<file path="src/rtl/tpa_pkg.sv">
// Shared types and constants of the triangle primitive assembler.
package tpa_pkg;

    // Width of the vertex indices that the assembler keeps and compares.
    localparam int INDEX_BITS = 32;
    // Width of the index fields on the ports and of the vertex count register.
    localparam int FIELD_BITS = 32;
    // Configuration port widths.
    localparam int APB_DATA_BITS = 32;
    localparam int APB_ADDR_BITS = 4;

    // Register indexes (byte address is four times the index).
    localparam logic [1:0] REG_PRIM_MODE    = 2'd0;
    localparam logic [1:0] REG_VERTEX_COUNT = 2'd1;
    localparam logic [1:0] REG_FLIP_WINDING = 2'd2;

    // Primitive topology.
    typedef enum logic [1:0] {
        MODE_LIST   = 2'd0,
        MODE_STRIP  = 2'd1,
        MODE_FAN    = 2'd2,
        MODE_UNSUP  = 2'd3
    } t_prim_mode;

    // Primitive status carried on the done result.
    typedef enum logic [1:0] {
        ST_OK       = 2'd0,
        ST_RANGE    = 2'd1,
        ST_LIST_LEN = 2'd2,
        ST_MODE     = 2'd3
    } t_status;

    // Configuration seen by the assembler.
    typedef struct packed {
        t_prim_mode             prim_mode;
        logic [FIELD_BITS-1:0]  vertex_count;
        logic                   flip_winding;
    } t_cfg;

    // One result item.
    typedef struct packed {
        logic [FIELD_BITS-1:0]  corner_a;
        logic [FIELD_BITS-1:0]  corner_b;
        logic [FIELD_BITS-1:0]  corner_c;
        logic                   tri_valid;
        logic                   done_res;
        t_status                status;
    } t_result;

endpackage

</file>
<file path="src/rtl/tpa_cfg_regs.sv">
// Configuration register file with its APB-style access port.
module tpa_cfg_regs (
    input  logic                                i_clk,
    input  logic                                i_rst_n,
    input  logic                                psel,
    input  logic                                penable,
    input  logic                                pwrite,
    input  logic [tpa_pkg::APB_ADDR_BITS-1:0]   paddr,
    input  logic [tpa_pkg::APB_DATA_BITS-1:0]   pwdata,
    output logic [tpa_pkg::APB_DATA_BITS-1:0]   prdata,
    output logic                                pready,
    output tpa_pkg::t_cfg                       o_cfg
);

    tpa_pkg::t_prim_mode                    r_prim_mode;
    logic [tpa_pkg::FIELD_BITS-1:0]         r_vertex_count;
    logic                                   r_flip_winding;
    logic [1:0]                             w_reg_idx;
    logic                                   w_write;

    // The register index is the word address; byte offsets are ignored.
    assign w_reg_idx = paddr[3:2];
    assign w_write   = psel && penable && pwrite;
    assign pready    = 1'b1;

    // Register writes in the access phase of a write transaction.
    always_ff @(posedge i_clk) begin
        if (!i_rst_n) begin
            r_prim_mode    <= tpa_pkg::MODE_LIST;
            r_vertex_count <= '0;
            r_flip_winding <= 1'b0;
        end else if (w_write) begin
            unique case (w_reg_idx)
                tpa_pkg::REG_PRIM_MODE: begin
                    r_prim_mode <= tpa_pkg::t_prim_mode'(pwdata[1:0]);
                end
                tpa_pkg::REG_VERTEX_COUNT: begin
                    r_vertex_count <= pwdata[tpa_pkg::FIELD_BITS-1:0];
                end
                tpa_pkg::REG_FLIP_WINDING: begin
                    r_flip_winding <= pwdata[0];
                end
                default: begin
                end
            endcase
        end
    end

    // Read data mux.
    always_comb begin
        prdata = '0;
        unique case (w_reg_idx)
            tpa_pkg::REG_PRIM_MODE:    prdata[1:0] = r_prim_mode;
            tpa_pkg::REG_VERTEX_COUNT: prdata = r_vertex_count;
            tpa_pkg::REG_FLIP_WINDING: prdata[0] = r_flip_winding;
            default:                   prdata = '0;
        endcase
    end

    assign o_cfg.prim_mode    = r_prim_mode;
    assign o_cfg.vertex_count = r_vertex_count;
    assign o_cfg.flip_winding = r_flip_winding;

endmodule

</file>
<file path="src/rtl/tpa_assembler.sv">
// Input register, assembly state and the combinational triangle build logic.
module tpa_assembler (
    input  logic                            i_clk,
    input  logic                            i_rst_n,
    input  tpa_pkg::t_cfg                   i_cfg,
    input  logic                            i_in_valid,
    output logic                            o_in_ready,
    input  logic [tpa_pkg::FIELD_BITS-1:0]  i_vertex_index,
    input  logic                            i_is_last,
    input  logic                            i_res_space,
    output logic                            o_res_load,
    output tpa_pkg::t_result                o_res
);

    // Input register.
    logic                               r_in_valid;
    logic [tpa_pkg::INDEX_BITS-1:0]     r_in_index;
    logic                               r_in_last;

    // Assembly state.
    logic [tpa_pkg::INDEX_BITS-1:0]     r_anchor, n_anchor;
    logic [tpa_pkg::INDEX_BITS-1:0]     r_older;
    logic [tpa_pkg::INDEX_BITS-1:0]     r_newer;
    logic [1:0]                         r_seen, n_seen;
    logic [1:0]                         r_list_phase, n_list_phase;
    logic                               r_parity, n_parity;
    tpa_pkg::t_status                   r_error, w_err_range, n_error;

    // Build signals.
    logic                               w_fire;
    logic                               w_tri, w_tri_ok;
    logic [tpa_pkg::INDEX_BITS-1:0]     w_a, w_b, w_c;

    // The held item is consumed once the result register can take its result.
    assign w_fire     = r_in_valid && i_res_space;
    assign o_in_ready = !r_in_valid || w_fire;

    // Input register.
    always_ff @(posedge i_clk) begin
        if (!i_rst_n) begin
            r_in_valid <= 1'b0;
        end else if (o_in_ready) begin
            r_in_valid <= i_in_valid;
        end
    end

    always_ff @(posedge i_clk) begin
        if (o_in_ready && i_in_valid) begin
            r_in_index <= i_vertex_index[tpa_pkg::INDEX_BITS-1:0];
            r_in_last  <= i_is_last;
        end
    end

    // Triangle build and next-state logic for the held index.
    always_comb begin
        if (r_error == tpa_pkg::ST_OK &&
            tpa_pkg::FIELD_BITS'(r_in_index) >= i_cfg.vertex_count) begin
            w_err_range = tpa_pkg::ST_RANGE;
        end else begin
            w_err_range = r_error;
        end

        w_tri        = 1'b0;
        w_a          = '0;
        w_b          = '0;
        w_c          = '0;
        n_anchor     = r_anchor;
        n_list_phase = r_list_phase;
        n_parity     = r_parity;

        case (i_cfg.prim_mode)
            tpa_pkg::MODE_LIST: begin
                if (r_list_phase == 2'd2) begin
                    w_tri        = 1'b1;
                    w_a          = r_older;
                    w_b          = r_newer;
                    w_c          = r_in_index;
                    n_list_phase = 2'd0;
                end else begin
                    n_list_phase = r_list_phase + 2'd1;
                end
            end
            tpa_pkg::MODE_STRIP: begin
                if (r_seen >= 2'd2) begin
                    w_tri    = 1'b1;
                    w_a      = r_parity ? r_newer : r_older;
                    w_b      = r_parity ? r_older : r_newer;
                    w_c      = r_in_index;
                    n_parity = !r_parity;
                end
            end
            tpa_pkg::MODE_FAN: begin
                if (r_seen == 2'd0) begin
                    n_anchor = r_in_index;
                end
                if (r_seen >= 2'd2) begin
                    w_tri = 1'b1;
                    w_a   = r_anchor;
                    w_b   = r_newer;
                    w_c   = r_in_index;
                end
            end
            default: begin
            end
        endcase

        n_seen = (r_seen == 2'd3) ? r_seen : r_seen + 2'd1;

        // No triangle once the primitive carries an error or the mode is unsupported.
        w_tri_ok = w_tri && (i_cfg.prim_mode != tpa_pkg::MODE_UNSUP) &&
                   (w_err_range == tpa_pkg::ST_OK);

        // Errors found only at the end of the primitive.
        n_error = w_err_range;
        if (r_in_last && w_err_range == tpa_pkg::ST_OK) begin
            if (i_cfg.prim_mode == tpa_pkg::MODE_LIST && n_list_phase != 2'd0) begin
                n_error = tpa_pkg::ST_LIST_LEN;
            end else if (i_cfg.prim_mode == tpa_pkg::MODE_UNSUP) begin
                n_error = tpa_pkg::ST_MODE;
            end
        end

        // Result item; the flip swaps the second and third corner.
        o_res.corner_a  = w_tri_ok ? tpa_pkg::FIELD_BITS'(w_a) : '0;
        o_res.corner_b  = w_tri_ok ?
                          tpa_pkg::FIELD_BITS'(i_cfg.flip_winding ? w_c : w_b) : '0;
        o_res.corner_c  = w_tri_ok ?
                          tpa_pkg::FIELD_BITS'(i_cfg.flip_winding ? w_b : w_c) : '0;
        o_res.tri_valid = w_tri_ok;
        o_res.done_res  = r_in_last;
        o_res.status    = n_error;
    end

    assign o_res_load = w_fire && (w_tri_ok || r_in_last);

    // Assembly state; the last index of a primitive clears everything.
    always_ff @(posedge i_clk) begin
        if (!i_rst_n) begin
            r_anchor     <= '0;
            r_older      <= '0;
            r_newer      <= '0;
            r_seen       <= 2'd0;
            r_list_phase <= 2'd0;
            r_parity     <= 1'b0;
            r_error      <= tpa_pkg::ST_OK;
        end else if (w_fire) begin
            if (r_in_last) begin
                r_anchor     <= '0;
                r_older      <= '0;
                r_newer      <= '0;
                r_seen       <= 2'd0;
                r_list_phase <= 2'd0;
                r_parity     <= 1'b0;
                r_error      <= tpa_pkg::ST_OK;
            end else begin
                r_anchor     <= n_anchor;
                r_older      <= r_newer;
                r_newer      <= r_in_index;
                r_seen       <= n_seen;
                r_list_phase <= n_list_phase;
                r_parity     <= n_parity;
                r_error      <= n_error;
            end
        end
    end

endmodule

</file>
<file path="src/rtl/tpa_out_reg.sv">
// Result register that holds one result transaction until it is taken.
module tpa_out_reg (
    input  logic                i_clk,
    input  logic                i_rst_n,
    input  logic                i_load,
    input  tpa_pkg::t_result    i_res,
    output logic                o_space,
    output logic                o_out_valid,
    input  logic                i_out_ready,
    output tpa_pkg::t_result    o_res
);

    logic               r_valid;
    tpa_pkg::t_result   r_res;

    // Space whenever the register is empty or is being emptied now.
    assign o_space = !r_valid || i_out_ready;

    // Valid flag.
    always_ff @(posedge i_clk) begin
        if (!i_rst_n) begin
            r_valid <= 1'b0;
        end else if (o_space) begin
            r_valid <= i_load;
        end
    end

    // Result payload.
    always_ff @(posedge i_clk) begin
        if (o_space && i_load) begin
            r_res <= i_res;
        end
    end

    assign o_out_valid = r_valid;
    assign o_res       = r_res;

endmodule

</file>
<file path="src/rtl/triangle_primitive_assembly.sv">
// Top level of the triangle primitive assembler.
// The block takes one vertex index per clock cycle while its output register has space and
// returns triangles of a list, strip or fan, with a done result on the last index that carries
// the primitive's status. An accepted index is held in the input register; its result is
// built combinationally and loaded into the output register when that register has space.
// A held result stalls intake only while the output register is full and not being taken.
// Configuration registers (mode at byte address 0, vertex count at 4, flip at 8) are to be
// written only while the block is idle; the block itself does not enforce this.
module triangle_primitive_assembly (
    input  logic                                i_clk,
    input  logic                                i_rst_n,
    // Configuration port.
    input  logic                                psel,
    input  logic                                penable,
    input  logic                                pwrite,
    input  logic [tpa_pkg::APB_ADDR_BITS-1:0]   paddr,
    input  logic [tpa_pkg::APB_DATA_BITS-1:0]   pwdata,
    output logic [tpa_pkg::APB_DATA_BITS-1:0]   prdata,
    output logic                                pready,
    // Index input.
    input  logic                                i_in_valid,
    output logic                                o_in_ready,
    input  logic [tpa_pkg::FIELD_BITS-1:0]      i_vertex_index,
    input  logic                                i_is_last,
    // Result output.
    output logic                                o_out_valid,
    input  logic                                i_out_ready,
    output logic [tpa_pkg::FIELD_BITS-1:0]      o_corner_a,
    output logic [tpa_pkg::FIELD_BITS-1:0]      o_corner_b,
    output logic [tpa_pkg::FIELD_BITS-1:0]      o_corner_c,
    output logic                                o_tri_valid,
    output logic                                o_done_res,
    output logic [1:0]                          o_status
);

    tpa_pkg::t_cfg      w_cfg;
    tpa_pkg::t_result   w_res_next;
    tpa_pkg::t_result   w_res_out;
    logic               w_res_space;
    logic               w_res_load;

    tpa_cfg_regs u_cfg_regs (
        .i_clk    (i_clk),
        .i_rst_n  (i_rst_n),
        .psel     (psel),
        .penable  (penable),
        .pwrite   (pwrite),
        .paddr    (paddr),
        .pwdata   (pwdata),
        .prdata   (prdata),
        .pready   (pready),
        .o_cfg    (w_cfg)
    );

    tpa_assembler u_assembler (
        .i_clk          (i_clk),
        .i_rst_n        (i_rst_n),
        .i_cfg          (w_cfg),
        .i_in_valid     (i_in_valid),
        .o_in_ready     (o_in_ready),
        .i_vertex_index (i_vertex_index),
        .i_is_last      (i_is_last),
        .i_res_space    (w_res_space),
        .o_res_load     (w_res_load),
        .o_res          (w_res_next)
    );

    tpa_out_reg u_out_reg (
        .i_clk       (i_clk),
        .i_rst_n     (i_rst_n),
        .i_load      (w_res_load),
        .i_res       (w_res_next),
        .o_space     (w_res_space),
        .o_out_valid (o_out_valid),
        .i_out_ready (i_out_ready),
        .o_res       (w_res_out)
    );

    assign o_corner_a  = w_res_out.corner_a;
    assign o_corner_b  = w_res_out.corner_b;
    assign o_corner_c  = w_res_out.corner_c;
    assign o_tri_valid = w_res_out.tri_valid;
    assign o_done_res  = w_res_out.done_res;
    assign o_status    = w_res_out.status;

    // A result without a triangle is only ever the done result.
    a_no_tri_is_done: assert property (@(posedge i_clk) disable iff (!i_rst_n)
        (o_out_valid && !o_tri_valid) |-> o_done_res)
        else $error("result without triangle and without done mark");

    // A triangle is only emitted by a primitive that is still clean.
    a_tri_status_ok: assert property (@(posedge i_clk) disable iff (!i_rst_n)
        (o_out_valid && o_tri_valid) |-> (o_status == tpa_pkg::ST_OK))
        else $error("triangle emitted with a nonzero status");

    // Corners read as zero when no triangle is carried.
    a_idle_corners_zero: assert property (@(posedge i_clk) disable iff (!i_rst_n)
        (o_out_valid && !o_tri_valid) |->
            (o_corner_a == '0 && o_corner_b == '0 && o_corner_c == '0))
        else $error("corner fields not zero on a done-only result");

endmodule

</file>
<file path="config.mk">
export PLATFORM = sky130hd
export DESIGN_NAME = triangle_primitive_assembly
export DESIGN_NICKNAME = d
export VERILOG_FILES = /design/src/rtl/tpa_pkg.sv /design/src/rtl/tpa_cfg_regs.sv /design/src/rtl/tpa_assembler.sv /design/src/rtl/tpa_out_reg.sv /design/src/rtl/triangle_primitive_assembly.sv
export SDC_FILE = /design/constraint.sdc
export NUM_CORES = 1
export LEC_CHECK = 0
export BUFFER_PORTS_ARGS = -buffer_cell sky130_fd_sc_hd__buf_2
export CAP_MARGIN = 15
export CORE_MARGIN = 2
export CORE_UTILIZATION = 25
export DETAILED_ROUTE_END_ITERATION = 12
export SYNTH_ARGS = -nofsm -noshare
export SYNTH_HDL_FRONTEND = slang
export SYNTH_SLANG_ARGS = --single-unit
export TNS_END_PERCENT = 5
</file>
<file path="constraint.sdc">
create_clock -name i_clk -period 15.82 [get_ports i_clk]
set_input_delay 1.582 -clock i_clk [delete_from_list [all_inputs] [get_ports i_clk]]
set_output_delay 1.582 -clock i_clk [all_outputs]
set_load 0.1 [all_outputs]
</file>
; Yosys cells after proc, flatten, opt, wreduce, memory -nomap -nowiden
; Cells that the tools add are included.
[word_totals]
romBits = 0
wordCells = 106
ff_bits = 273
input_bits = 76
output_inout_bits = 135
ram_bits = 0
mem_count = 0
latchBits = 0
[op_classes]
addsub = 2
order_cmp = 2
eq_ne = 9
n_reduce_logical = 34
multipliers = 0
muxes = 39
shift = 0
div_mod_pow = 0
bitwise_logic = 0
[op_table]
columns = cell, count
row1 = two-way mux 32 bit, 17
row2 = one-hot mux 32 bit (3 select lines), 2
row3 = one-hot mux 32 bit (2 select lines), 1
row4 = greater-or-equal comparator 32 bit, 1
row5 = two-way mux 30 bit, 1
row6 = two-way mux 2 bit, 10
row7 = logical AND 1 bit, 11
row8 = == test 2 bit (second input constant), 5
row9 = logical NOT 2 bit, 5
row10 = nonzero test 2 bit, 5
row11 = AND reduction 2 bit, 4
row12 = AND reduction 3 bit, 2
row13 = two-way mux 1 bit, 5
row14 = adder 2 x 1 -> 2 bit (second input constant), 2
row15 = == test 2 x 1 -> 1 bit (second input constant), 2
row16 = one-hot mux 1 bit (2 select lines), 2
row17 = logical NOT 1 bit, 3
row18 = logical OR 1 bit, 3
row19 = one-hot mux 1 bit (3 select lines), 1
row20 = greater-or-equal comparator 2 bit (second input constant), 1
row21 = != test 2 x 1 -> 1 bit (second input constant), 1
row22 = != test 2 bit (second input constant), 1
row23 = OR reduction 2 bit, 1

; Depth between registers and ports, before layout
[depth]
depth_word = 8
depth_mapped = 11
ltp_nobuf = 8

; Modules after synthesis
; From an unflattened synthesis, not the netlist that was laid out.
[hier_totals]
hier_cells = 1198
hier_area_um2 = 13337.8
[modules_own_cells]
columns = module, instances, area_per_inst_um2, seq_area_each_um2, cells_each
row1 = tpa_assembler, 1, 8564.5, 3072.9, 898
row2 = tpa_out_reg, 1, 3060.4, 3022.9, 105
row3 = tpa_cfg_regs, 1, 1712.9, 700.7, 195

; Least setup slack after synthesis
; OpenSTA, ideal clock, no wires.
[synth_timing]
path_kind = input-to-reg
from = input i_out_ready
to = register u_out_reg.r_res, in the netlist u_out_reg.o_res[0], enable pin
required_time_ns = 15.228
arrival_time_ns = 7.056
setup_time_ns = 0.592
slack_ns = 8.173
stages = 5
n_path_buf = 2
cell_sequence = nor2b_1 > nand2b_1 > clkbuf_1 > clkbuf_1 > a21oi_1
[synth_via]
elab_chain_cells = 4
[synth_rtl]
columns = element, line_no
row1 = start: declaration, triangle_primitive_assembly.sv:27  ; input logic i_out_ready,
row2 = logical OR 1 bit *, tpa_out_reg.sv:17  ; assign o_space = !r_valid || i_out_ready;
row3 = logical AND 1 bit, tpa_assembler.sv:35  ; assign w_fire = r_in_valid && i_res_space;
row4 = logical AND 1 bit, tpa_assembler.sv:134  ; assign o_res_load = w_fire && (w_tri_ok || r_in_last);
row5 = logical AND 1 bit *, tpa_out_reg.sv:30  ; if (o_space && i_load) begin
row6 = end signal: assignment, tpa_out_reg.sv:31  ; r_res <= i_res;
row7 = end: declaration, tpa_out_reg.sv:14  ; tpa_pkg::t_result r_res;
; Every way passes the cells marked *; elsewhere a longest branch is shown, timed or not.
; A chain may end at the register's enable or synchronous reset.

; Final worst setup path
[layout_timing]
from = input paddr[2] (netlist name)
to = output prdata[0] (netlist name)
[layout_via]
elab_chain_cells = 2
word_cells_on_any_way = 4
classes_between = eq/ne: 2 / mux: 1 / reduce/logical: 1
[layout_rtl]
columns = element, line_no
row1 = start: declaration, triangle_primitive_assembly.sv:16  ; input logic [tpa_pkg::APB_ADDR_BITS-1:0] paddr,
row2 = == test 2 bit (tied with other cells), tpa_cfg_regs.sv:52  ; unique case (w_reg_idx)
row3 = one-hot mux 1 bit (3 select lines) *, tpa_cfg_regs.sv:52
row4 = end: declaration, triangle_primitive_assembly.sv:18  ; output logic [tpa_pkg::APB_DATA_BITS-1:0] prdata,
; Marks and branches as above.

==> run_results.csv <==
group,metric,value,unit
clock_network,cts_setup_buffers,0,
setup_path,cp-end-kind,"primary output",
setup_path,cp_slowest_stage_delay,570,ps
min_path,min_path_type,"reg2reg",
logic_synthesis,ys_ff_latch,273,
floorplanning,start_util,0.254,
logic_synthesis,synth_nets,1368,
setup_path,worst_ep_required_time,14240,ps
clock_network,path_clk_slew,60,ps
global_routing,first_global_vias,9580,
floorplanning,coreArea,0.0492,mm^2
setup_path,crit_fanout,18,
sta,fin_tns_setup,0,ps
sta,rsz0062_at_grt,"false",
setup_path,startpoint_type,"primary input",
final_layout,drive_gt1_frac,0.207,
clock_network,root_buffer,"clkbuf_16",
sta,skew,8.03,ps
global_routing,grt_use_total,0.144,
logic_synthesis,synthFlopType,"dfxtp_1",
sta,relSlewSlack,0.328,
clock_network,cts_buffers,31,
power,powerDensity,107,mW/mm^2
global_routing,grt_max_degree,94,
global_routing,grt_overflow,0,
power,p_leak,0.00546,uW
sta,finalCritPeriodShare,0.301,
setup_path,critPathLaunch,"paddr[2]",
logic_synthesis,yosysWarnings,0,
detailed_routing,first_pass_iters,8,
clock_network,cts.htree.levels,1,
logic_synthesis,syn_area,0.0125,mm^2
final_layout,regArea,0.00680,mm^2
logic_synthesis,synth_most_common_cell,"dfxtp_1",
setup_path,cp_common_cell,"buf_2",
logic_synthesis,yosys.area.top_type,"edfxtp_1",
logic_synthesis,ys_seq_area_frac,0.545,
sta,tightest_slew,1010,ps
clock_network,clock_path_buffers,3,
floorplanning,row_count,81,
floorplanning,die_area,0.0517,mm^2
clock_network,holdBufCountCts,0,
final_layout,area_growth,21.9,%
floorplanning,ios,211,
sta,hold_violations,0,
final_layout,nets,1519,
logic_synthesis,synth_top_area_frac,0.320,
clock_network,clock_latency,570,ps
placement,gp_congestion,0.730,
logic_synthesis,synth_cells,1253,
detailed_routing,route.detailed.drc,0,
logic_synthesis,syn_avg_cell_area,9.96,um^2
detailed_routing,num_vias,10200,
logic_synthesis,synthArstFlopShare,0,
global_routing,antenna_found_initial,3,
power,irDropWorstVdd,61.3,uV
setup_path,crit_chain,"buf_2 > nor2b_2 > buf_6 > nand2_1 > o21ai_0 > buf_2",
logic_synthesis,synth_common_cells,"dfxtp_1 (140), edfxtp_1 (133), nor2b_1 (107), nor2_1 (104), clkbuf_1 (96)",
placement,dpl_worst_slack,10790,ps
setup_path,critPathSlowestCell,"nor2b_2",
placement,port_buffers,207,
clock_network,cts_sinks,273,
sta,final.min_clock_period,4750,ps
logic_synthesis,synth.distinct_cells,45,
global_routing,grt_pass1_wl,57.3,mm
final_layout,fillers,5110,
sta,finalSetupViolations,0,
logic_synthesis,synthTopCellsByArea,"edfxtp_1 (32%), dfxtp_1 (22%), nor2b_1 (5.4%), a22oi_1 (4.0%), ha_1 (3.9%)",
detailed_routing,drtAntennaViolNets,0,
placement,dpl.hpwl,24.7,mm
detailed_routing,viasPerCell,4.87,
detailed_routing,dr.first_iter.drc_count,883,
floorplanning,dieHeight,227,um
logic_synthesis,synth_edf_count,133,
final_layout,multi_input_area,0.00516,mm^2
sta,setup_slack,11070,ps
clock_network,cts_tree,"built",
min_path,worstHoldStart,"u_cfg_regs.r_vertex_count[26]",
floorplanning,die_x,227,um
setup_path,cp.arrival,3170,ps
sta,slew_viol_final,0,
run,maxCapViolations,0,
run_status,status,"finished, final reports clean",
setup_path,r2r_start,"u_assembler.r_in_index[0]",
detailed_routing,totalWireLength,38.5,mm
detailed_routing,routedWlPerCell,18.4,um
clock_network,ctsResizeCount,0,
sta,fmax,210,MHz
setup_path,critPathKind,"in2out",
sta,hold-worst-slack,477,ps
[per-stage QoR]
step	instance area [um^2]	utilization	power (uW)	std cells
after floorplan	12500	-	864	1253
after global placement	14100	0.287	901	2032
after detailed placement	14100	0.287	904	2032
after CTS	15200	0.308	1650	2089
after global routing	15200	0.309	1680	2092
final	15200	0.309	1630	2095
[worst max-delay path, delay by kind of cell]
kind	cells	cell delay, ps
buf+inv	3	860
compound gates	1	80
simple gates	2	640
[routing by layer]
layer  part of all wire  wire, um  global-route usage  vias to the layer above
met5            0.00034        13                   0                        -
li1                   -         -                   -                     4851
met4              0.027      1030              0.0458                        2
met2               0.43     16700               0.220                      384
met3              0.076      2920              0.0280                       64
met1               0.46     17800               0.204                     4909
[registers in the layout, summed over array words and instances, names as in the netlist, 2 cells and up]
name / flops
u_assembler.r_newer: 32
u_assembler.r_list_phase: 2
u_out_reg.o_res: 100
u_cfg_regs.r_vertex_count: 32
u_assembler.r_in_index: 32
u_assembler.r_error: 2
u_assembler.r_seen: 2
u_cfg_regs.r_prim_mode: 2
u_assembler.r_older: 32
u_assembler.r_anchor: 32
[final timing paths]
check	slack (ps)	cells after the start	endpoint
min reg2reg	480	2	u_cfg_regs.r_vertex_count[26]
min	480	2	u_cfg_regs.r_vertex_count[26]
max	11070	6	prdata[0]
max reg2reg	11720	10	u_out_reg.o_res[66]
[cell type report]
type | count | share of cell area
sequential | 273 | 0.447
multi-input combinational | 829 | 0.339
timing repair buffer | 226 | 0.0791
tap | 664 | 0.0546
clock buffer | 36 | 0.0543
clock inverter | 21 | 0.0145
inverter | 43 | 0.0106
antenna | 3 | 0.000494
[power breakdown]
group          leakage [uW]  switching (uW)  internal [uW]  total (uW)
registers           0.00244            18.2            755         773
logic               0.00251            85.4           29.4         115
clock network      0.000511             302            438         740
total               0.00546             406           1220        1630
[cell usage in the layout (no fill, tap or decap), types with 4 or more instances in the layout]
cell type / instances
a21boi_0: 34
a21oi_1: 79
a222oi_1: 32
a22oi_1: 67
a31oi_1: 64
and2_1: 31
and3_1: 64
buf_2: 206
buf_4: 17
bufinv_16: 4
clkbuf_16: 32
clkinv_2: 8
dfxtp_1: 139
edfxtp_1: 133
ha_1: 38
inv_1: 42
mux2i_1: 6
nand2_1: 80
nand4_1: 6
nor2_1: 103
nor2b_1: 105
nor3_1: 69
o21ai_0: 11
[cells by family after synthesis]
kind of cell	after synthesis	share of synthesized area
AND/OR/NAND/NOR	478	0.196
flip-flops	273	0.545
AO/OA/AOI/OAI	305	0.167
adder cells (fa/ha/maj)	39	0.0391
buffers and inverters	151	0.0476
other	1	0.000300
multiplexers	6	0.00481
Power figures use the tool's default switching activity.
